$ cat src/wpt_pkg.sv
// Shared types and constants of the wide polyline triangulator.
// Used by the iterative square root, the divider and the top level.
package wpt_pkg;

   localparam int CSR_IDX_W  = 2;
   localparam int CSR_DATA_W = 32;

   localparam logic [CSR_IDX_W-1:0] REG_MIN_WIDTH   = 2'd0;
   localparam logic [CSR_IDX_W-1:0] REG_WIDTH_SLOPE = 2'd1;
   localparam logic [CSR_IDX_W-1:0] REG_Z_FAR       = 2'd2;

   localparam logic [1:0] CMD_START = 2'd0;
   localparam logic [1:0] CMD_POINT = 2'd1;
   localparam logic [1:0] CMD_END   = 2'd2;

   localparam logic [30:0] MIN_WIDTH_RESET = 31'd655;

   localparam int DIV_NUM_W  = 48;
   localparam int DIV_DEN_W  = 31;
   localparam int SQRT_IN_W  = 64;
   localparam int SQRT_OUT_W = SQRT_IN_W / 2;

   typedef struct packed {
      logic [1:0]         command;
      logic signed [31:0] pos_x;
      logic signed [31:0] pos_y;
      logic signed [31:0] pos_z;
      logic signed [31:0] pos_w;
   } req_type;

   typedef struct packed {
      logic signed [31:0] out_x;
      logic signed [31:0] out_y;
      logic signed [31:0] out_z;
      logic signed [31:0] out_w;
      logic signed [15:0] normal_x;
      logic signed [15:0] normal_y;
      logic signed [15:0] normal_z;
      logic               tri_index;
      logic [1:0]         corner;
      logic               last;
   } rsp_type;

   typedef enum logic [4:0] {
      ST_IDLE,
      ST_PREP,
      ST_NRM_SHIFT,
      ST_NRM_SQX,
      ST_NRM_SQY,
      ST_NRM_SUM,
      ST_NRM_SQRT,
      ST_NRM_DIVX,
      ST_NRM_DIVY,
      ST_DOT1,
      ST_DOT2,
      ST_DOT3,
      ST_W1,
      ST_W2,
      ST_OFX,
      ST_OFY,
      ST_CORN,
      ST_E_N1,
      ST_E_N2,
      ST_E_N3,
      ST_E_SQ,
      ST_E_DX,
      ST_E_DY,
      ST_E_DZ,
      ST_E_OUT
   } state_type;

endpackage

$ cat src/wpt_div.sv
// Iterative restoring divider, one quotient bit per cycle.
// Depends on wpt_pkg for widths.
module wpt_div
   import wpt_pkg::*;
(
   input  logic                 clock,
   input  logic                 reset,
   input  logic                 start,
   input  logic [DIV_NUM_W-1:0] num,
   input  logic [DIV_DEN_W-1:0] den,
   output logic                 done,
   output logic [DIV_NUM_W-1:0] quo
);

   localparam int CntW = $clog2(DIV_NUM_W + 1);

   logic                 busy_ff, busy_in;
   logic                 done_ff, done_in;
   logic [CntW-1:0]      cnt_ff, cnt_in;
   logic [DIV_NUM_W-1:0] sh_ff, sh_in;
   logic [DIV_DEN_W-1:0] rem_ff, rem_in;
   logic [DIV_DEN_W-1:0] den_ff, den_in;
   logic [DIV_DEN_W:0]   trial;

   always_comb begin
      busy_in = busy_ff;
      done_in = 1'b0;
      cnt_in  = cnt_ff;
      sh_in   = sh_ff;
      rem_in  = rem_ff;
      den_in  = den_ff;
      trial   = {rem_ff, sh_ff[DIV_NUM_W-1]};
      if (start) begin
         busy_in = 1'b1;
         cnt_in  = CntW'(DIV_NUM_W);
         sh_in   = num;
         rem_in  = '0;
         den_in  = den;
      end else if (busy_ff) begin
         if (trial >= {1'b0, den_ff}) begin
            rem_in = DIV_DEN_W'(trial - {1'b0, den_ff});
            sh_in  = {sh_ff[DIV_NUM_W-2:0], 1'b1};
         end else begin
            rem_in = DIV_DEN_W'(trial);
            sh_in  = {sh_ff[DIV_NUM_W-2:0], 1'b0};
         end
         cnt_in = cnt_ff - CntW'(1);
         if (cnt_ff == CntW'(1)) begin
            busy_in = 1'b0;
            done_in = 1'b1;
         end
      end
   end

   always_ff @(posedge clock) begin
      if (reset) begin
         busy_ff <= 1'b0;
         done_ff <= 1'b0;
      end else begin
         busy_ff <= busy_in;
         done_ff <= done_in;
      end
   end

   always_ff @(posedge clock) begin
      cnt_ff <= cnt_in;
      sh_ff  <= sh_in;
      rem_ff <= rem_in;
      den_ff <= den_in;
   end

   assign done = done_ff;
   assign quo  = sh_ff;

endmodule

$ cat config.mk
export PLATFORM = sky130hd
export DESIGN_NAME = wpt_div
export DESIGN_NICKNAME = d
export VERILOG_FILES = /design/src/wpt_pkg.sv /design/src/wpt_div.sv
export SDC_FILE = /design/constraint.sdc
export NUM_CORES = 1
export LEC_CHECK = 0
export ABC_AREA = 1
export BUFFER_PORTS_ARGS = -buffer_cell sky130_fd_sc_hd__clkbuf_2
export CORE_MARGIN = 2
export CORE_UTILIZATION = 57
export DETAILED_ROUTE_END_ITERATION = 7
export PLACE_DENSITY = 0.88
export SYNTH_ARGS = -nofsm -noshare
export SYNTH_HDL_FRONTEND = slang
export SYNTH_SLANG_ARGS = --single-unit
$ cat constraint.sdc
create_clock -name clock -period 3.1 [get_ports clock]
set_input_delay 0.31 -clock clock [delete_from_list [all_inputs] [get_ports clock]]
set_output_delay 0.31 -clock clock [all_outputs]
set_load 0.01 [all_outputs]
After elaboration in Yosys (flattened, before gate mapping)
Index checks and enable logic that the tools add are counted.
- bits in registers: 118
- input bits: 82
- output and inout bits: 49
- logic and storage cells: 21
- add/subtract/negate cells: 2
- $lt $le $gt $ge: 1
- equality and inequality tests: 1
- muxes and demuxes: 8
- bitwise gates (word level): 1
- reductions and logical operators: 2
- operators by type and width (operator ; number):
    48-bit 2-to-1 mux ; 2
    32-bit by 31-bit greater-or-equal comparator with 1-bit output ; 1
    31-bit 2-to-1 mux ; 1
    31-bit subtractor ; 1
    6-bit by 1-bit equality test with 1-bit output (second input constant) ; 1
    6-bit by 1-bit subtractor with 6-bit output (second input constant) ; 1
    1-bit 2-to-1 mux ; 5
    3-bit OR reduction ; 1
    2-bit nonzero test ; 1
    1-bit inverter ; 1

Longest topological paths before layout
Gate-level depths: netlist (run 1).
- depth after elaboration: 4
- gate-level depth with buffers: 17
- gate-level depth less buffers: 16

Worst setup path after synthesis (run 1)
OpenSTA, ideal clock, no wires.
- kind: input to register
- start: input port start
- end: register sh_ff[0], in the netlist quo[0] (enable)
- setup time: 0.432 ns
- arrival: 2.273 ns
- setup slack: 0.395 ns
- stages: 4
- buffers on the path: 2
- path through: clkbuf_1 nor2_1 inv_1 clkbuf_1
- cells in the longest elaborated chain, start to end: 1
- ends and longest elaborated chain (item ; RTL line ; text):
    from (decl) ; wpt_div.sv:8 ; input logic start,
    2-bit nonzero test (no line) ; n/a ;
    to (signal assigned) ; wpt_div.sv:67 ; sh_ff <= sh_in;
    to (decl) ; wpt_div.sv:20 ; logic [DIV_NUM_W-1:0] sh_ff, sh_in;
No other way between the ends.
A chain may end at the register's enable or synchronous reset.

Final worst setup path (run 1)
- start: register sh_ff[47], in the netlist quo[47]
- end: register rem_ff[4]
- cells in the longest elaborated chain, start to end: 2
- ends and longest elaborated chain (item ; RTL line ; text):
    31-bit subtractor / 32-bit by 31-bit greater-or-equal comparator with 1-bit output (equally long branches) ; wpt_div.sv:41, wpt_div.sv:40 ;
    31-bit 2-to-1 mux (*) ; wpt_div.sv:40 ; if (trial >= {1'b0, den_ff}) begin
    to (signal assigned) ; wpt_div.sv:68 ; rem_ff <= rem_in;
    to (decl) ; wpt_div.sv:21 ; logic [DIV_DEN_W-1:0] rem_ff, rem_in;
Every way passes the cells marked *; elsewhere a longest branch is shown, timed or not.

==> results.sh, run 1 <==
export IMPL_status="finished, final reports clean"
export IMPL_synth_nets=1159
export IMPL_yosys_warnings=0
export IMPL_cts_max_path_buffers=2
export IMPL_crit_path_end_kind="flip-flop"
export IMPL_hold_violations=0
export IMPL_final_common_cell="nand2_1"
export IMPL_dieArea_mm2=0.01408
export IMPL_hp_class="primary input to flip-flop"
export IMPL_insertion_delay_ns=0.42
export IMPL_cpMaxStageDelayCell="fa_1"
export IMPL_max_cap_viol_count=0
export IMPL_synth_top_area_cell="edfxtp_1"
export IMPL_syn_cell_area_mm2=0.007495
export IMPL_clk_pin_slew_worst_paths_ns=0.06
export IMPL_clkSinkCount=118
export IMPL_area_growth_syn_to_layout_pct=17.76
export IMPL_ys_seq_area_share_pct=42.07
export IMPL_setup_viol=0
export IMPL_antenna_found_initial=0
export IMPL_synthDistinctLibCells=37
export IMPL_cp_max_fo=31
export IMPL_wl_per_cell_um=13.48
export IMPL_overflow=0
export IMPL_route_detailed_drc=0
export IMPL_crit_path_max_incr_delay_ns=0.41
export IMPL_synth_top_area_share_pct=31.65
export IMPL_grt_max_degree=67
export IMPL_drive_gt1_share_pct=16.95
export IMPL_cts_tree="yes"
export IMPL_fmax_ghz=0.4141
export IMPL_finalNetCount=1289
export IMPL_finalWirelength_um=18300
export IMPL_postCtsSetupBuffers=0
export IMPL_fin_hold_ws_ns=0.05969
export IMPL_ctsResizeCount=0
export IMPL_start_kind="flip-flop"
export IMPL_worst_pin_slew_ns=0.7440
export IMPL_arrival_ns=2.70
export IMPL_leakagePower_nw=4.789
export IMPL_fin_tns_setup_ns=0
export IMPL_syn_inst=1043
export IMPL_dpl_hpwl_um=13470
export IMPL_crit_buf_inv=2
export IMPL_die_w_um=118.7
export IMPL_fin_crit_ns=2.415
export IMPL_worstPathRequired_ns=3.39
export IMPL_place_congestion=0.9888
export IMPL_path_class="flip-flop to flip-flop"
export IMPL_ir_worst_vdd_mv=0.3724
export IMPL_grt_pass1_wl_um=30660
export IMPL_placed_area_mm2=0.008269
export IMPL_core_area_mm2=0.01272
export IMPL_layout_common_cells="nand2_1 (456), inv_1 (170), clkbuf_2 (129)"
export IMPL_powerDensity_mw_per_mm2=479.1
export IMPL_start_util_pct=58.91
export IMPL_rows=41
export IMPL_drt_pass1_iter_count=6
export IMPL_cp_top_family="simple AND/OR/NAND/NOR gates"
export IMPL_viasPerCell=5.046
export IMPL_ant_nets=0
export IMPL_ys_ff_latch=118
export IMPL_avgSynthCellArea_um2=7.186
export IMPL_slew_viol_final=0
export IMPL_grt_pass1_vias=6629
export IMPL_grt_usage_pct=27.25
export IMPL_drtIter0Drc=509
export IMPL_rsz0062_at_grt="no"
export IMPL_finalInstanceArea_mm2=0.008826
export IMPL_vias=6852
export IMPL_crit_top_cell="nand2_1"
export IMPL_timing_final_crit_share_pct=77.89
export IMPL_path_cells="inv_1, ha_1, fa_1, inv_1, nand2_1, nand2_1, nand3_1, nand2_2, nand2_2, nand3_2, nand2_4, nand2_4, nand2_1, nand3_1, o21ai_1"
export IMPL_slew_headroom_pct=50.35
export IMPL_cts_max_level=4
export IMPL_holdBufCountCts=0
export IMPL_fin_worst_skew_ns=0.009451
export IMPL_fp_dieH_um=118.7
export IMPL_io_pin_count=131
export IMPL_cts_made_buffers=17
export IMPL_port_buffers=130
export IMPL_diodes=0
export IMPL_cts_root_buf="clkbuf_16"
export IMPL_synth_area_top_cells="edfxtp_1 (32%), nand2_1 (23%), dfxtp_1 (10%)"
-- flip-flops by register name, summed over array words and instances (netlist names) --
| register | flops |
|---|---|
| rem_ff | 31 |
| quo | 48 |
| done | 1 |
| busy_ff | 1 |
| cnt_ff | 6 |
| den_ff | 31 |
-- synthesized netlist by cell type (all sizes together) --
library cell / instances
o22ai: 1
nand3b: 17
buf: 9
nand2: 464
nand3: 75
ha: 33
xor2: 2
xnor2: 14
and2: 5
inv: 173
a31oi: 1
dfxtp: 39
clkinv: 6
edfxtp: 79
o21bai: 1
a21oi: 20
fa: 1
nand4: 8
o21ai: 16
nor4: 1
nor3: 5
clkbuf: 17
or2: 2
nor2: 54
-- metal layers --
metal	share of wire [%]	up-vias	global-route usage, %
met5	0	-	0
met4	2.6	0	9.747
met3	8.0	43	8.349
met2	47	276	45.04
met1	43	3047	33.64
li1	-	3486	-
-- kinds of logic (layout without fill, tap and decap cells) --
| logic type | after synthesis | count (layout) | share of synthesized area (%) |
|---|---|---|---|
| simple gates | 631 | 631 | 36.24 |
| buf+inv | 205 | 348 | 11.12 |
| flops | 118 | 118 | 42.07 |
| compound gates | 39 | 39 | 2.922 |
| fa+ha+maj | 34 | 34 | 5.776 |
| xor+xnor | 16 | 16 | 1.870 |
-- worst paths after layout --
check,start,endpoint,slack (ns),cells past startpoint
worst max-delay path,quo[47],rem_ff[4],0.69,15
worst min-delay path,den[20],den_ff[20],0.06,1
worst min register to register,rem_ff[16],rem_ff[16],0.47,2
worst max register to register,quo[47],rem_ff[4],0.69,15
-- per-stage QoR --
step / worst slack (ns) / total power, mW / cells / utilization, %
floorplan: 0.3952 / 2.200 / 1043 / -
detailed placement: 0.7411 / 2.411 / 1326 / 65.00
global placement: 0.7797 / 2.398 / 1326 / 65.00
CTS: 0.6977 / 4.257 / 1358 / 69.37
global route: 0.4741 / 4.399 / 1358 / 69.37
finish: 0.6853 / 4.228 / 1358 / 69.37
-- cell type report --
class / instances / area (um^2)
clock buffers: 17 / 425.4
clock inverters: 15 / 131.4
fillers: 1058 / 3896
inverters: 179 / 671.9
multi-input cells: 720 / 3511
flip-flops and latches: 118 / 3153
well taps: 172 / 215.2
repair buffers: 137 / 718.2
-- power by group --
group	internal, mW	switching, mW	leakage, nW
Clock	1.10	0.741	0.266
Sequential	1.81	0.0566	1.11
Combinational	0.193	0.326	3.41
(Power assumes the default switching activity.)
==> run 2, diff against run 1 <==
--- a/config.mk
+++ b/config.mk
@@ -8,9 +8,9 @@
 export ABC_AREA = 1
 export BUFFER_PORTS_ARGS = -buffer_cell sky130_fd_sc_hd__clkbuf_2
 export CORE_MARGIN = 2
-export CORE_UTILIZATION = 57
+export CORE_UTILIZATION = 52
 export DETAILED_ROUTE_END_ITERATION = 7
-export PLACE_DENSITY = 0.88
+export PLACE_DENSITY = 0.85
 export SYNTH_ARGS = -nofsm -noshare
 export SYNTH_HDL_FRONTEND = slang
 export SYNTH_SLANG_ARGS = --single-unit
==> constraint.sdc (replaced) <==
create_clock -name clock -period 2.1 [get_ports clock]
set_input_delay 0.21 -clock clock [delete_from_list [all_inputs] [get_ports clock]]
set_output_delay 0.21 -clock clock [all_outputs]
set_load 0.01 [all_outputs]
==> results.sh, run 2 (synthesis gave the netlist of run 1 again) <==
export IMPL_layout_common_cells="nand2_1 (420), inv_1 (168), clkbuf_2 (129)"
export IMPL_grt_usage_pct=26.95
export IMPL_cell_internal_pwr_mw=4.915
export IMPL_start_util_pct=53.58
export IMPL_drt_pass1_iter_count=6
export IMPL_final_core_util_pct=70.47
export IMPL_port_buffers=130
export IMPL_setup_viol=24
export IMPL_dpl_hpwl_um=13780
export IMPL_power_frac_seq_pct=41.3
export IMPL_worst_pin_slew_ns=0.4927
export IMPL_largest_reg_flops=48
export IMPL_path_class="flip-flop to flip-flop"
export IMPL_diodes=0
export IMPL_core_area_mm2=0.01399
export IMPL_hold_violations=0
export IMPL_max_cap_viol_count=0
export IMPL_worstPathRequired_ns=2.42
export IMPL_wl_per_cell_um=14.29
export IMPL_finalInstanceArea_mm2=0.009858
export IMPL_violations="setup timing"
export IMPL_grt_pass1_wl_um=32110
export IMPL_drive_gt1_share_pct=23.34
export IMPL_finalNetCount=1341
export IMPL_cts_max_level=4
export IMPL_fin_ws_ns=-0.03343
export IMPL_min_to="quo[41]"
export IMPL_route_detailed_drc=0
export IMPL_cts_made_buffers=17
export IMPL_slew_headroom_pct=67.15
export IMPL_holdPathStages=3
export IMPL_finalPower_mw=6.684
export IMPL_cts_root_buf="clkbuf_16"
export IMPL_fmax_ghz=0.4687
export IMPL_crit_path_max_incr_delay_ns=0.42
export IMPL_grt_pass1_vias=7002
export IMPL_timing_final_crit_share_pct=101.6
export IMPL_clk_pin_slew_worst_paths_ns=0.06
export IMPL_dieArea_mm2=0.01539
export IMPL_min_from="num[41]"
export IMPL_slew_viol_final=0
export IMPL_rsz0062_at_grt="yes"
export IMPL_insertion_delay_ns=0.43
export IMPL_area_growth_syn_to_layout_pct=31.54
export IMPL_ir_worst_vdd_mv=0.5600
export IMPL_antenna_found_initial=0
export IMPL_io_pin_count=131
export IMPL_clkSinkCount=118
export IMPL_viasPerCell=5.092
export IMPL_place_congestion=0.9643
export IMPL_powerDensity_mw_per_mm2=678.0
export IMPL_power_frac_comb_pct=13.6
export IMPL_final_common_cell="nand2_1"
export IMPL_ant_nets=0
export IMPL_vias=7220
export IMPL_rows=43
export IMPL_hp_class="primary input to flip-flop"
export IMPL_p_clk_share_pct=45.1
export IMPL_start_kind="flip-flop"
export IMPL_rr_worst_depth=15
export IMPL_worst_r2r_startpoint="den_ff[0]"
export IMPL_crit_path_end_kind="flip-flop"
export IMPL_arrival_ns=2.46
export IMPL_cp_max_fo=7
export IMPL_rr_endpoint="rem_ff[22]"
export IMPL_fin_hold_ws_ns=0.04818
export IMPL_placed_area_mm2=0.008432
export IMPL_finalWirelength_um=20270
export IMPL_drtIter0Drc=497
export IMPL_status="finished with violations"
export IMPL_cpMaxStageDelayCell="edfxtp_1"
export IMPL_overflow=0
export IMPL_reg2reg_slack_ns=-0.03
export IMPL_place_ws_ns=-0.03249
export IMPL_cts_max_path_buffers=2
export IMPL_grt_max_degree=66
export IMPL_fin_crit_ns=2.133
export IMPL_fp_dieH_um=124.1
export IMPL_die_w_um=124.1
export IMPL_cts_tree="yes"
export IMPL_p_sw_mw=1.769
export IMPL_fin_worst_skew_ns=0.01166
export IMPL_leakagePower_nw=5.135
export IMPL_path_cells="ha_4, fa_2, inv_2, nand2_2, nand2_2, nand3_2, nand2_2, nand2_2, nand3_4, nand2_8, nand2_8, clkbuf_16, nand2_2, nand3_1, nand2_1"
export IMPL_crit_top_cell="nand2_2"
export IMPL_p_sw_share_pct=26.47
## run 2: cell count changes in the layout (fill, tap and decap cells not counted), sizes merged
| cell | delta |
|---|---|
| bufinv | +2 |
| inv | +2 |
| clkinvlp | -1 |
| clkinv | -3 |
| buf | +17 |
| dlygate4sd3 | +32 |
| clkbuf | +3 |
## run 2: layer usage
| metal | share of wire [%] | vias up | track usage, % |
|---|---|---|---|
| met5 | 0 | - | 0 |
| met3 | 7.1 | 56 | 6.227 |
| met2 | 48 | 302 | 45.80 |
| met1 | 41 | 3266 | 32.56 |
| met4 | 3.2 | 0 | 11.94 |
| li1 | - | 3596 | - |
## run 2: what timing repair did
action	CTS	global route
endpoints found under the setup margin	32	32
hold endpoints to repair	33	0
gates resized for setup	10	72
setup buffers	3	3
hold buffers	32	0
pin swaps	1	30
gates cloned	1	3
## run 2: worst max path at each step
stage               from          to  slack, ns
6_report       den_ff[0]  rem_ff[22]      -0.03
5_1_grt        den_ff[6]  rem_ff[18]      -0.15
4_1_cts          quo[47]   rem_ff[7]      -0.04
3_5_place_dp     quo[47]  rem_ff[28]      -0.03
3_3_place_gp     quo[47]  rem_ff[28]       0.05
2_1_floorplan    quo[47]   rem_ff[5]      0.002
## run 2: power groups by stage
stage               combinational, mW  sequential [mW]  clock, mW
finish                          0.906             2.76       3.02
global placement                0.760             2.80          0
detailed placement              0.778             2.80          0
floorplan                       0.413             2.83          0
CTS                             0.847             2.76       3.03
global route                     1.00             2.78       3.15
## run 2: area by class of cell
| type | count | area, um^2 |
|---|---|---|
| fill | 1086 | 4130 |
| multi-input combinational | 720 | 3862 |
| sequential | 118 | 3153 |
| timing repair buffer | 189 | 1344 |
| inverter | 179 | 671.9 |
| clock buffer | 17 | 425.4 |
| tap | 180 | 225.2 |
| clock inverter | 15 | 176.4 |
## run 2: per-stage QoR
step | setup TNS [ns] | cells
5_1_grt | -3.768 | 1418
6_report | -0.4250 | 1418
3_3_place_gp | 0 | 1344
2_1_floorplan | 0 | 1043
3_5_place_dp | -0.2569 | 1344
4_1_cts | -0.2270 | 1412
## run 2: critical path: cells and delay by family (launching register included)
family                     cells  cell delay [ns]
adders and majority gates      2             0.54
and+or+nand+nor               11             0.79
buffers and inverters          2             0.26
DFF                            1             0.42
