===== config.mk =====
export PLATFORM = sky130hd
export DESIGN_NAME = wpt_isqrt
export DESIGN_NICKNAME = d
export VERILOG_FILES = /design/src/wpt_pkg.sv /design/src/wpt_isqrt.sv
export SDC_FILE = /design/constraint.sdc
export NUM_CORES = 1
export LEC_CHECK = 0
export ABC_AREA = 1
export BUFFER_PORTS_ARGS = -buffer_cell sky130_fd_sc_hd__buf_2
export CAP_MARGIN = 20
export CORE_ASPECT_RATIO = 0.75
export CORE_MARGIN = 4
export CORE_UTILIZATION = 55
export DETAILED_ROUTE_END_ITERATION = 6
export PLACE_DENSITY = 0.76
export SYNTH_ARGS = -nofsm -noshare
export SYNTH_HDL_FRONTEND = slang
export SYNTH_SLANG_ARGS = --single-unit

===== constraint.sdc =====
create_clock -name clock -period 6.4 [get_ports clock]
set_clock_uncertainty 0.2 [all_clocks]
set_input_delay 0.32 -clock clock [delete_from_list [all_inputs] [get_ports clock]]
set_output_delay 0.32 -clock clock [all_outputs]
set_load 0.05 [all_outputs]

===== src/wpt_pkg.sv =====
// Shared types and constants of the wide polyline triangulator.
// Used by the iterative square root, the divider and the top level.
package wpt_pkg;

   localparam int CSR_IDX_W  = 2;
   localparam int CSR_DATA_W = 32;

   localparam logic [CSR_IDX_W-1:0] REG_MIN_WIDTH   = 2'd0;
   localparam logic [CSR_IDX_W-1:0] REG_WIDTH_SLOPE = 2'd1;
   localparam logic [CSR_IDX_W-1:0] REG_Z_FAR       = 2'd2;

   localparam logic [1:0] CMD_START = 2'd0;
   localparam logic [1:0] CMD_POINT = 2'd1;
   localparam logic [1:0] CMD_END   = 2'd2;

   localparam logic [30:0] MIN_WIDTH_RESET = 31'd655;

   localparam int DIV_NUM_W  = 48;
   localparam int DIV_DEN_W  = 31;
   localparam int SQRT_IN_W  = 64;
   localparam int SQRT_OUT_W = SQRT_IN_W / 2;

   typedef struct packed {
      logic [1:0]         command;
      logic signed [31:0] pos_x;
      logic signed [31:0] pos_y;
      logic signed [31:0] pos_z;
      logic signed [31:0] pos_w;
   } req_type;

   typedef struct packed {
      logic signed [31:0] out_x;
      logic signed [31:0] out_y;
      logic signed [31:0] out_z;
      logic signed [31:0] out_w;
      logic signed [15:0] normal_x;
      logic signed [15:0] normal_y;
      logic signed [15:0] normal_z;
      logic               tri_index;
      logic [1:0]         corner;
      logic               last;
   } rsp_type;

   typedef enum logic [4:0] {
      ST_IDLE,
      ST_PREP,
      ST_NRM_SHIFT,
      ST_NRM_SQX,
      ST_NRM_SQY,
      ST_NRM_SUM,
      ST_NRM_SQRT,
      ST_NRM_DIVX,
      ST_NRM_DIVY,
      ST_DOT1,
      ST_DOT2,
      ST_DOT3,
      ST_W1,
      ST_W2,
      ST_OFX,
      ST_OFY,
      ST_CORN,
      ST_E_N1,
      ST_E_N2,
      ST_E_N3,
      ST_E_SQ,
      ST_E_DX,
      ST_E_DY,
      ST_E_DZ,
      ST_E_OUT
   } state_type;

endpackage


===== src/wpt_isqrt.sv =====
// Iterative floor integer square root, one result bit per cycle.
// Depends on wpt_pkg for widths.
module wpt_isqrt
   import wpt_pkg::*;
(
   input  logic                  clock,
   input  logic                  reset,
   input  logic                  start,
   input  logic [SQRT_IN_W-1:0]  value,
   output logic                  done,
   output logic [SQRT_OUT_W-1:0] root
);

   localparam int CntW = $clog2(SQRT_OUT_W + 1);
   localparam int RemW = SQRT_OUT_W + 2;

   logic                  busy_ff, busy_in;
   logic                  done_ff, done_in;
   logic [CntW-1:0]       cnt_ff, cnt_in;
   logic [SQRT_IN_W-1:0]  val_ff, val_in;
   logic [RemW-1:0]       rem_ff, rem_in;
   logic [SQRT_OUT_W-1:0] root_ff, root_in;
   logic [RemW+1:0]       trial_rem;
   logic [RemW+1:0]       trial;

   always_comb begin
      busy_in   = busy_ff;
      done_in   = 1'b0;
      cnt_in    = cnt_ff;
      val_in    = val_ff;
      rem_in    = rem_ff;
      root_in   = root_ff;
      trial_rem = {rem_ff, val_ff[SQRT_IN_W-1 -: 2]};
      trial     = {2'b00, root_ff, 2'b01};
      if (start) begin
         busy_in = 1'b1;
         cnt_in  = CntW'(SQRT_OUT_W);
         val_in  = value;
         rem_in  = '0;
         root_in = '0;
      end else if (busy_ff) begin
         val_in = {val_ff[SQRT_IN_W-3:0], 2'b00};
         if (trial_rem >= trial) begin
            rem_in  = RemW'(trial_rem - trial);
            root_in = {root_ff[SQRT_OUT_W-2:0], 1'b1};
         end else begin
            rem_in  = RemW'(trial_rem);
            root_in = {root_ff[SQRT_OUT_W-2:0], 1'b0};
         end
         cnt_in = cnt_ff - CntW'(1);
         if (cnt_ff == CntW'(1)) begin
            busy_in = 1'b0;
            done_in = 1'b1;
         end
      end
   end

   always_ff @(posedge clock) begin
      if (reset) begin
         busy_ff <= 1'b0;
         done_ff <= 1'b0;
      end else begin
         busy_ff <= busy_in;
         done_ff <= done_in;
      end
   end

   always_ff @(posedge clock) begin
      cnt_ff  <= cnt_in;
      val_ff  <= val_in;
      rem_ff  <= rem_in;
      root_ff <= root_in;
   end

   assign done = done_ff;
   assign root = root_ff;

endmodule


* After elaboration in Yosys (flattened, before gate mapping)
Index checks and enable logic that the tools add are counted.
** Storage, ports and cells
- Register bits :: 138
- Input port bits :: 67
- Output and inout bits :: 33
- Word-level logic and storage cells :: 21
** Cells by class
- $add $sub $neg :: 2
- $lt $le $gt $ge :: 1
- Equality and inequality tests :: 1
- Muxes and demuxes :: 8
- Bitwise operators :: 1
- Reduce and logical (&&, ||, !) cells :: 2
** Operators with widths (count)
- 64-bit 2-to-1 mux :: 2
- 36-bit by 34-bit greater-or-equal comparator with 1-bit output :: 1
- 34-bit 2-to-1 mux :: 1
- 34-bit subtractor :: 1
- 6-bit by 1-bit equality test with 1-bit output, second input constant :: 1
- 6-bit by 1-bit subtractor with 6-bit output, second input constant :: 1
- 1-bit 2-to-1 mux :: 5
- 3-bit OR reduction :: 1
- 2-bit nonzero test :: 1
- 1-bit NOT :: 1

* Depth between registers and ports, before layout
Gate-level depths: netlist of the first run.
- Depth after elaboration :: 4
- Depth in mapped cells :: 17
- Gate-level depth less buffers :: 17

* Worst setup path after synthesis of the first run
Ideal clock, no wire load.
- Kind :: input -> register
- Start :: input port start
- End :: register val_ff[0] (enable)
- Library setup time :: 453 ps
- Data arrival time :: 2812 ps
- Required time :: 5747 ps
- Path slack :: 2934 ps
- Cell stages on the path :: 4
- Path buffers :: 2
- Path through :: clkbuf_1 > nor2_1 > clkinv_1 > clkbuf_1
** On the way
- Cells in the longest elaborated chain, start to end :: 1
** RTL lines
- start, declared :: line wpt_isqrt.sv:8 : input logic start,
- 2-bit nonzero test (no line)
- end signal, assigned :: line wpt_isqrt.sv:70 : val_ff <= val_in;
- end, declared :: line wpt_isqrt.sv:20 : logic [SQRT_IN_W-1:0] val_ff, val_in;
Every way passes these cells.
A chain may end at the register's enable or synchronous reset.

* Worst setup path in the final report of the first run
- Start :: register root_ff[15] (netlist: root[15])
- End :: register rem_ff[26]
** On the way
- Cells in the longest elaborated chain, start to end :: 2
- Elaborated cells on any way between the ends :: 3
- Those cells by class :: add/sub (1); order compare (1); mux (1)
** RTL lines
- start, declared :: line wpt_isqrt.sv:22 : logic [SQRT_OUT_W-1:0] root_ff, root_in;
- start signal, assigned :: line wpt_isqrt.sv:72 : root_ff <= root_in;
- 34-bit subtractor or 36-bit by 34-bit greater-or-equal comparator with 1-bit output (tied branches) :: line wpt_isqrt.sv:44, wpt_isqrt.sv:43
- 34-bit 2-to-1 mux (*) :: line wpt_isqrt.sv:43 : if (trial_rem >= trial) begin
- end signal, assigned :: line wpt_isqrt.sv:71 : rem_ff <= rem_in;
- end, declared :: line wpt_isqrt.sv:21 : logic [RemW-1:0] rem_ff, rem_in;
Mark *: on every way between the ends. The rest lies on a longest branch, timed or not.

==> run_results.csv, run 1 <==
group,metric,value,unit
final_layout,final_cell_mix,"544 x sky130_fd_sc_hd__nand2_1, 163 x sky130_fd_sc_hd__inv_1, 99 x sky130_fd_sc_hd__buf_2",
global_route,grt_antenna_before_repair,0,
die,dieWidth,150,µm
critical_path,crit_path_end_kind,"register",
critical_path,timing.critical_path.from_type,"register",
final_layout,layout.nets,1460,
run_status,run_status,"finished, final reports clean",
yosys,syn_nets,1305,
placed_design,postPlaceCellArea,8970,µm²
detailed_routing,routed_wirelength,23200,µm
placed_design,worst_setup_slack_before_clock_tree_synthesis,3.23,ns
yosys,portion_of_the_post_synthesis_area_used_by_sequential_elements,0.407,
timing,finalWorstPathRequiredPeriod,3.26,ns
yosys,syn_area,8350,µm²
global_route,use_met3,0.0617,
yosys,postSynthRegisterBits,138,
clocking,ctsHoldBuffers,65,
critical_path,startpoint_of_the_lowest_slack_register_to_register_path,"root[15]$_SDFFE_PP0P_",
yosys,synth_async_sr_flop_share,0,
detailed_routing,wire_per_inst,14.8,µm
clocking,clockBufferDepth,2,
yosys,synth_ff_type,"sky130_fd_sc_hd__dfxtp_1",
global_route,global_route_wire_length_before_repair,38100,µm
detailed_routing,dr.first_iter.drc_count,705,
timing,layout_worst_path_cycle_share,0.509,
detailed_routing,via_density,5.19,
yosys,synth-edff-count,64,
final_layout,layout.cells.most_common,"sky130_fd_sc_hd__nand2_1",
worst_hold_path,hold_start,"rem_ff[32]$_SDFFE_PP0P_",
global_route,grt.overflow.total,0,
power_and_ir_drop,cell_leakage_power,5.40,nW
power_and_ir_drop,fin_total_pwr,4.64,mW
clocking,sink_count_of_the_clock_tree,138,
worst_hold_path,hold-path-endpoint,"rem_ff[32]$_SDFFE_PP0P_",
timing,final_hold_viol_count,0,
final_layout,finish.cell_count_without_fillers,1570,
timing,fin_setup_tns,0,ns
clocking,worst_setup_hold_path_clk_slew,0.06,ns
critical_path,critPathRequiredTime,6.57,ns
critical_path,cp.arrival,3.43,ns
critical_path,worst-setup-path-type,"reg -> reg",
clocking,cts_setup_buffers,0,
global_route,grt_max_degree,73,
global_route,grt.total_usage,0.279,
critical_path,worst_r2r_path_depth,14,
detailed_routing,vias,8142,
yosys,yosys-top-cells-area,"sky130_fd_sc_hd__nand2_1 24%, sky130_fd_sc_hd__edfxtp_1 23%, sky130_fd_sc_hd__dfxtp_1 18%, sky130_fd_sc_hd__inv_1 7.3%, sky130_fd_sc_hd__ha_1 5.4%",
timing,maxSlewViolCount,0,
die,std_cell_rows,38,
clocking,cts-resized-gates,0,
yosys,distinct_cell_type_count_after_synthesis,37,
die,core,14700,µm²
global_route,global_route.usage.met1,0.410,
die,i_o_pin_cnt,100,
final_layout,stdcell_area,10200,µm²
global_route,grt_pass1_vias,7664,
detailed_routing,drt_drc_violations_left,0,
detailed_routing,first_pass_iters,5,
placed_design,finalWeightedCongestion,1.01,
power_and_ir_drop,power.ir.vdd_worst,0.297,mV
power_and_ir_drop,powerDensity,454,nW/µm²
yosys,cell_type_contributing_the_most_total_cell_area_after_synthesis,"sky130_fd_sc_hd__nand2_1",
placed_design,buffer_ports.inserted,99,
worst_hold_path,worst_hold_path_cells,2,
critical_path,regToRegSetupSlack,3.14,ns
worst_hold_path,hold_path.class,"reg -> reg",
clocking,cts.root.buffer_cell,"sky130_fd_sc_hd__clkbuf_16",
timing,setup_violations,0,
clocking,cts-htree-levels,4,
yosys,synth.top_cell.area_share,0.244,
timing,final.hold.worst_slack,0.255,ns
flow_run,max_cap_violations,0,
clocking,cts_tree,"built",
die,initial_core_util,0.568,
critical_path,critical_path.max_fanout,35,
global_route,grt.busiest_layer,"met2",
timing,fmax,0.307,GHz
yosys,avgSynthCellArea,6.95,µm²
clocking,number_of_buffers_added_by_the_clock_tree_synthesis_step,17,
yosys,yosys_warnings,0,
timing,timing.max_slew.rel_slack,0.324,
timing,setup_slack,3.14,ns
yosys,postSynthCellCount,1202,
final_layout,postLayoutCoreUtil,0.695,
timing,tightest_slew,1.01,ns
die,fp.dieArea,17200,µm²
final_layout,antenna_cells,0,
die,die_h,115,µm
global_route,global_route.usage.met2,0.417,
clocking,clock_insertion_delay_worst_skew,0.43,ns
detailed_routing,detail-route-antenna-nets,0,
final_layout,drive_above_1_share,0.126,
final_layout,area.growth.synth_to_final,22.3,%
placed_design,dp_hpwl,15700,µm
timing,grt_setup_unrepaired,"no",
critical_path,r2r_end,"rem_ff[26]$_SDFFE_PP0P_",
placed_design,placed_instances,1473,
[metal layers]
metal	part of all wire	wire length, µm	vias up
met5	0	0	-
met2	0.43	9870	314
met4	0.015	347	0
li1	-	-	4089
met3	0.072	1670	33
met1	0.49	11300	3706
[sequential cells by signal, indices dropped and copies added (netlist names)]
register / cells
val_ff: 64
root: 32
busy_ff: 1
rem_ff: 34
cnt_ff: 6
done: 1
[cells by family after synthesis]
kind of cell	Yosys count	share of synthesized area
AND/OR/NAND/NOR	721	0.360
AO/OA/AOI/OAI	92	0.0637
buffers and inverters	200	0.0990
flip-flops	138	0.407
XOR/XNOR	15	0.0157
adder cells (fa/ha/maj)	36	0.0539
[synthesized netlist by cell type, drive strengths merged, types with 6 or more instances]
master	n
buf	14
xor2	12
ha	36
clkbuf	21
a21oi	34
nand2	552
edfxtp	64
nand3	70
o22ai	32
nand3b	8
nor2	74
nand4	12
o21bai	6
o21ai	18
inv	164
dfxtp	74
[where the power goes]
part | switching, mW | total [mW] | internal (mW)
logic | 1.74 | 2.53 | 0.793
registers | 0.0578 | 1.09 | 1.04
clock network | 0.404 | 1.02 | 0.612
total | 2.20 | 4.64 | 2.44
[worst max path at each step]
stage | startpoint | end | slack (ns) | cells past startpoint
after floorplan | start | val_ff[0]$_SDFFCE_PN0P_ | 2.93 | 4
after global placement | root[2]$_SDFFE_PP0P_ | rem_ff[25]$_SDFFE_PP0P_ | 3.31 | 14
after detailed placement | root[5]$_SDFFE_PP0P_ | rem_ff[26]$_SDFFE_PP0P_ | 3.23 | 14
after CTS | root[5]$_SDFFE_PP0P_ | rem_ff[26]$_SDFFE_PP0P_ | 3.20 | 14
after global routing | root[15]$_SDFFE_PP0P_ | rem_ff[32]$_SDFFE_PP0P_ | 2.84 | 14
final | root[15]$_SDFFE_PP0P_ | rem_ff[26]$_SDFFE_PP0P_ | 3.14 | 14
[layout make-up]
cell class / instances / area, µm²
clock inverter: 15 / 173
multi-input combinational: 864 / 4130
tap: 200 / 250
timing repair buffer: 171 / 1220
sequential: 138 / 3400
inverter: 165 / 621
clock buffer: 17 / 425
fill: 1177 / 4470
[worst max-delay path, stage by stage, from the launching register on]
cell	delay (ns)
sky130_fd_sc_hd__dfxtp_1	0.33
sky130_fd_sc_hd__inv_1	0.07
sky130_fd_sc_hd__ha_1	0.37
sky130_fd_sc_hd__nand2_1	0.15
sky130_fd_sc_hd__nor2_4	0.15
sky130_fd_sc_hd__nand2_1	0.10
sky130_fd_sc_hd__nor2_1	0.09
sky130_fd_sc_hd__nand2_1	0.09
sky130_fd_sc_hd__nand3_2	0.12
sky130_fd_sc_hd__nand3_4	0.41
sky130_fd_sc_hd__nand2_4	0.54
sky130_fd_sc_hd__nand2_1	0.32
sky130_fd_sc_hd__nand2_1	0.13
sky130_fd_sc_hd__nand2_1	0.06
sky130_fd_sc_hd__nand2_1	0.07
Note: power is estimated with default switching activity, not from simulation.
==> run 2, diff against run 1 <==
Clock period 6.4 ns to 3.1 ns, I/O delays scaled along.
==> run_results.csv, run 2 (synthesis results as in run 1) <==
group,metric,value,unit
run_status,run_status,"finished, final reports clean",
final_layout,number_of_flip_flops_under_the_largest_register_name,64,
die,std_cell_rows,38,
placed_design,placed_instances,1479,
placed_design,finalWeightedCongestion,0.989,
power_and_ir_drop,power.ir.vdd_worst,0.522,mV
detailed_routing,wire_per_inst,15.5,µm
timing,fin_setup_tns,0,ns
timing,layout_worst_path_cycle_share,0.885,
final_layout,area.growth.synth_to_final,23.1,%
final_layout,antenna_cells,0,
global_route,grt.overflow.total,0,
final_layout,max_flop_register,"val_ff",
die,dieWidth,150,µm
final_layout,postLayoutCoreUtil,0.700,
critical_path,critPathRequiredTime,3.16,ns
power_and_ir_drop,cell_leakage_power,5.43,nW
final_layout,finish.cell_count_without_fillers,1576,
critical_path,critical_path.max_fanout,15,
global_route,global_route_wire_length_before_repair,39500,µm
detailed_routing,dr.first_iter.drc_count,829,
placed_design,worst_setup_slack_before_clock_tree_synthesis,0.455,ns
critical_path,worst-setup-path-type,"reg -> reg",
clocking,clock_insertion_delay_worst_skew,0.44,ns
timing,final.hold.worst_slack,0.107,ns
timing,timing.max_slew.rel_slack,0.432,
final_layout,layout.nets,1466,
die,i_o_pin_cnt,100,
die,initial_core_util,0.568,
final_layout,final_cell_mix,"544 x sky130_fd_sc_hd__nand2_1, 163 x sky130_fd_sc_hd__inv_1, 99 x sky130_fd_sc_hd__buf_2",
power_and_ir_drop,powerDensity,952,nW/µm²
global_route,grt_antenna_before_repair,0,
timing,maxSlewViolCount,0,
final_layout,drive_above_1_share,0.130,
final_layout,layout.cells.most_common,"sky130_fd_sc_hd__nand2_1",
die,core,14700,µm²
critical_path,cp.arrival,2.81,ns
critical_path,timing.critical_path.from_type,"register",
placed_design,buffer_ports.inserted,99,
global_route,grt_pass1_vias,7776,
timing,setup_violations,0,
detailed_routing,first_pass_iters,5,
detailed_routing,detail-route-antenna-nets,0,
flow_run,max_cap_violations,0,
timing,tightest_slew,0.851,ns
clocking,cts.root.buffer_cell,"sky130_fd_sc_hd__clkbuf_16",
timing,finalWorstPathRequiredPeriod,2.74,ns
global_route,grt.total_usage,0.291,
clocking,clockBufferDepth,2,
clocking,cts_tree,"built",
placed_design,postPlaceCellArea,9010,µm²
clocking,cts-htree-levels,4,
worst_hold_path,hold_path.class,"in -> reg",
die,die_h,115,µm
detailed_routing,vias,8180,
power_and_ir_drop,fin_total_pwr,9.79,mW
timing,final_hold_viol_count,0,
detailed_routing,drt_drc_violations_left,0,
clocking,cts_setup_buffers,0,
timing,fmax,0.364,GHz
final_layout,stdcell_area,10300,µm²
clocking,number_of_buffers_added_by_the_clock_tree_synthesis_step,17,
clocking,worst_setup_hold_path_clk_slew,0.06,ns
detailed_routing,routed_wirelength,24400,µm
die,fp.dieArea,17200,µm²
timing,setup_slack,0.355,ns
global_route,grt_max_degree,64,
detailed_routing,via_density,5.19,
timing,grt_setup_unrepaired,"no",
critical_path,crit_path_end_kind,"register",
clocking,sink_count_of_the_clock_tree,138,
placed_design,dp_hpwl,16300,µm
[run 2: cell types whose count changed in the layout (fill, tap and decap cells not counted), sizes merged]
cell	previous run	this run
clkbuf	17	19
clkinv	10	6
buf	106	112
bufinv	3	4
clkinvlp	1	2
[run 2: area by class of cell]
cell class | instances | area, µm²
tap | 200 | 250
fill | 1191 | 4410
multi-input combinational | 864 | 4130
timing repair buffer | 177 | 1260
clock buffer | 19 | 433
inverter | 165 | 621
clock inverter | 13 | 193
sequential | 138 | 3400
[run 2: final timing paths]
path                                 from                 endpoint  slack [ns]  depth (start not counted)
setup / recovery    root[25]$_SDFFE_PP0P_     root[0]$_SDFFE_PP0P_        0.36                         12
hold reg to reg   rem_ff[33]$_SDFFE_PP0P_  rem_ff[33]$_SDFFE_PP0P_        0.26                          2
hold / removal                      start   cnt_ff[0]$_SDFFE_PP0P_        0.11                          2
setup reg to reg    root[25]$_SDFFE_PP0P_     root[0]$_SDFFE_PP0P_        0.36                         12
[run 2: report_power, final]
| part | switching, mW | leakage [nW] | internal (mW) | total [mW] |
|---|---|---|---|---|
| Clock | 0.868 | 0.298 | 1.35 | 2.22 |
| Combinational | 3.60 | 3.87 | 1.70 | 5.31 |
| Sequential | 0.120 | 1.26 | 2.14 | 2.26 |
| Total | 4.59 | 5.43 | 5.20 | 9.79 |
[run 2: worst max-delay path, stage by stage, from the launching register on]
cell and delay [ns]:
sky130_fd_sc_hd__dfxtp_1 0.32, sky130_fd_sc_hd__inv_1 0.07, sky130_fd_sc_hd__ha_1 0.36, sky130_fd_sc_hd__inv_1 0.09, sky130_fd_sc_hd__o21ai_0 0.13, sky130_fd_sc_hd__nor2_1 0.26
sky130_fd_sc_hd__nand2_1 0.12, sky130_fd_sc_hd__nand2_1 0.07, sky130_fd_sc_hd__nand2_1 0.06, sky130_fd_sc_hd__nor2_2 0.21, sky130_fd_sc_hd__nand2_4 0.17, sky130_fd_sc_hd__nand2_1 0.28
sky130_fd_sc_hd__o21ai_0 0.23
[run 2: routing by layer]
| layer | part of all wire | track usage |
|---|---|---|
| met1 | 0.46 | 0.412 |
| met2 | 0.44 | 0.452 |
| met3 | 0.075 | 0.0649 |
| met4 | 0.017 | 0.0750 |
| met5 | 0 | 0 |
[run 2: repair_timing]
item | CTS | global route
gates resized for setup | 0 | 0
endpoints found under the hold margin | 66 | 0
hold buffers | 65 | 0
==> run 3, diff against run 2 <==
Settings changed: CORE_UTILIZATION 55 to 53, PLACE_DENSITY 0.76 to 0.77.
Clock period 3.1 ns to 2.3 ns, I/O delays scaled along.
==> run_results.csv, run 3 (synthesis results as in run 1) <==
group,metric,value,unit
die,die_h,117,µm
clocking,clock_insertion_delay_worst_skew,0.43,ns
clocking,sink_count_of_the_clock_tree,138,
timing,final.hold.worst_slack,0.105,ns
final_layout,area.growth.synth_to_final,48.6,%
power_and_ir_drop,powerDensity,1340,nW/µm²
timing,setup_slack,-0.0458,ns
final_layout,max_flop_register,"val_ff",
detailed_routing,dr.first_iter.drc_count,1017,
placed_design,dp_hpwl,18300,µm
detailed_routing,dr.max_layer_used,"met4",
clocking,number_of_buffers_added_by_the_clock_tree_synthesis_step,17,
final_layout,layout.cells.most_common,"sky130_fd_sc_hd__nand2_1",
timing,layout_worst_path_cycle_share,1.02,
die,core,15300,µm²
power_and_ir_drop,internal_power,8.82,mW
final_layout,number_of_flip_flops_under_the_largest_register_name,64,
die,std_cell_rows,39,
timing,finalWorstPathRequiredPeriod,2.35,ns
final_layout,antenna_cells,0,
timing,setup_violations,22,
detailed_routing,drt_drc_violations_left,1,
detailed_routing,vias,9356,
power_and_ir_drop,cell_leakage_power,6.33,nW
clocking,cts_tree,"built",
final_layout,finish.cell_count_without_fillers,1740,
clocking,clockBufferDepth,2,
timing,maxSlewViolCount,0,
critical_path,critPathRequiredTime,2.42,ns
power_and_ir_drop,combPwrFrac,0.655,
timing,final_hold_viol_count,0,
timing,grt_setup_unrepaired,"yes",
timing,tightest_slew,0.690,ns
power_and_ir_drop,power.sequential.fraction,0.184,
clocking,worst_setup_hold_path_clk_slew,0.06,ns
detailed_routing,wire_per_inst,17.2,µm
critical_path,cp.arrival,2.47,ns
power_and_ir_drop,switch_share,0.468,
global_route,grt_max_degree,70,
power_and_ir_drop,power_switching,7.76,mW
placed_design,buffer_ports.inserted,99,
flow_run,max_cap_violations,0,
timing,timing.max_slew.rel_slack,0.540,
die,initial_core_util,0.545,
run_status,run_status,"finished with violations",
global_route,grt_antenna_before_repair,0,
final_layout,postLayoutCoreUtil,0.810,
detailed_routing,total_routed_wire_length_on_the_met1_layer,12600,µm
detailed_routing,met2RoutedLength,14100,µm
final_layout,layout.nets,1625,
detailed_routing,via_density,5.38,
placed_design,finalWeightedCongestion,0.972,
final_layout,fillCellCount,936,
die,dieWidth,153,µm
global_route,global_route_wire_length_before_repair,45800,µm
critical_path,critical_path.max_fanout,5,
placed_design,placed_instances,1621,
timing,fmax,0.426,GHz
critical_path,crit_path_end_kind,"register",
clocking,cts-htree-levels,4,
detailed_routing,routed-wl-met3,2340,µm
run_status,violations,"design-rule violations, negative setup slack",
clocking,cts.root.buffer_cell,"sky130_fd_sc_hd__clkbuf_16",
power_and_ir_drop,power.ir.vdd_worst,0.868,mV
global_route,grt_pass1_vias,8977,
final_layout,final_cell_mix,"503 x sky130_fd_sc_hd__nand2_1, 156 x sky130_fd_sc_hd__buf_4, 138 x sky130_fd_sc_hd__inv_1",
die,fp.dieArea,17900,µm²
detailed_routing,routed_wirelength,29900,µm
global_route,grt.total_usage,0.324,
critical_path,timing.critical_path.from_type,"register",
global_route,grt.overflow.total,0,
power_and_ir_drop,clkPwrFrac,0.161,
detailed_routing,first_pass_iters,7,
worst_hold_path,hold_path.class,"in -> reg",
detailed_routing,detail-route-antenna-nets,0,
critical_path,worst-setup-path-type,"reg -> reg",
final_layout,drive_above_1_share,0.334,
die,i_o_pin_cnt,100,
run 3: cell count changes in the layout (fill, tap and decap cells not counted), sizes merged:
cell	previous run	this run
buf	112	268
inv	166	170
nand2	552	553
bufinv	4	0
clkinv	6	8
run 3: layout make-up:
class / instances / area [µm²] / area share
multi-input cells: 865 / 4890 / 0.394
flip-flops and latches: 138 / 3510 / 0.283
repair buffers: 335 / 2570 / 0.207
inverters: 165 / 626 / 0.0504
clock buffers: 17 / 425 / 0.0343
well taps: 205 / 256 / 0.0207
clock inverters: 15 / 136 / 0.0110
run 3: critical path, stage by stage, from the launching register on:
cell,delay (ns)
sky130_fd_sc_hd__dfxtp_4,0.36
sky130_fd_sc_hd__inv_4,0.04
sky130_fd_sc_hd__ha_4,0.29
sky130_fd_sc_hd__nand2_4,0.07
sky130_fd_sc_hd__buf_6,0.12
sky130_fd_sc_hd__inv_2,0.03
sky130_fd_sc_hd__nand2_1,0.06
sky130_fd_sc_hd__nand2_2,0.07
sky130_fd_sc_hd__nand2_1,0.05
sky130_fd_sc_hd__nand2_1,0.09
sky130_fd_sc_hd__nand2_2,0.09
sky130_fd_sc_hd__nand3_4,0.11
sky130_fd_sc_hd__nand3_4,0.15
sky130_fd_sc_hd__nand2_4,0.16
sky130_fd_sc_hd__clkbuf_16,0.16
sky130_fd_sc_hd__nand2_1,0.05
sky130_fd_sc_hd__nand3_1,0.10
sky130_fd_sc_hd__nand2_1,0.06
run 3: through the flow:
stage / worst slack, ns / TNS [ns] / instance area, µm² / power (mW)
floorplan: 0.00439 / 0 / 8470 / 8.38
CTS: -0.0179 / -0.0775 / 11800 / 14.6
global route: -0.128 / -3.24 / 12400 / 17.5
finish: -0.0458 / -0.451 / 12400 / 16.6
detailed placement: -0.172 / -3.84 / 10200 / 11.2
global placement: -0.130 / -2.37 / 10200 / 11.1
run 3: power by group through the flow:
stage	sequential (mW)	combinational (mW)	clock [mW]
after CTS	3.02	8.92	2.65
after floorplan	3.06	5.33	0
after global placement	3.02	8.08	0
final	3.05	10.9	2.67
after detailed placement	3.03	8.21	0
after global routing	3.07	11.6	2.78
run 3: final timing paths:
kind,from,endpoint,slack [ns],cells past startpoint
max,root[5]$_SDFFE_PP0P_,rem_ff[24]$_SDFFE_PP0P_,-0.05,17
min,start,busy_ff$_SDFF_PP0_,0.10,3
max reg2reg,root[5]$_SDFFE_PP0P_,rem_ff[24]$_SDFFE_PP0P_,-0.05,17
min reg2reg,rem_ff[33]$_SDFFE_PP0P_,rem_ff[33]$_SDFFE_PP0P_,0.25,2
run 3: layer usage:
| layer | GRT usage | vias up |
|---|---|---|
| met1 | 0.420 | 4391 |
| met5 | 0 | - |
| li1 | - | 4420 |
| met2 | 0.550 | 464 |
| met3 | 0.0648 | 81 |
| met4 | 0.115 | 0 |
run 3: what timing repair did:
action	CTS	global route
hold buffers	65	0
pin swaps	6	39
gates resized for setup	63	119
cloned	0	3
setup buffers	5	14
endpoints found under the hold margin	66	0
endpoints found under the setup margin	35	35
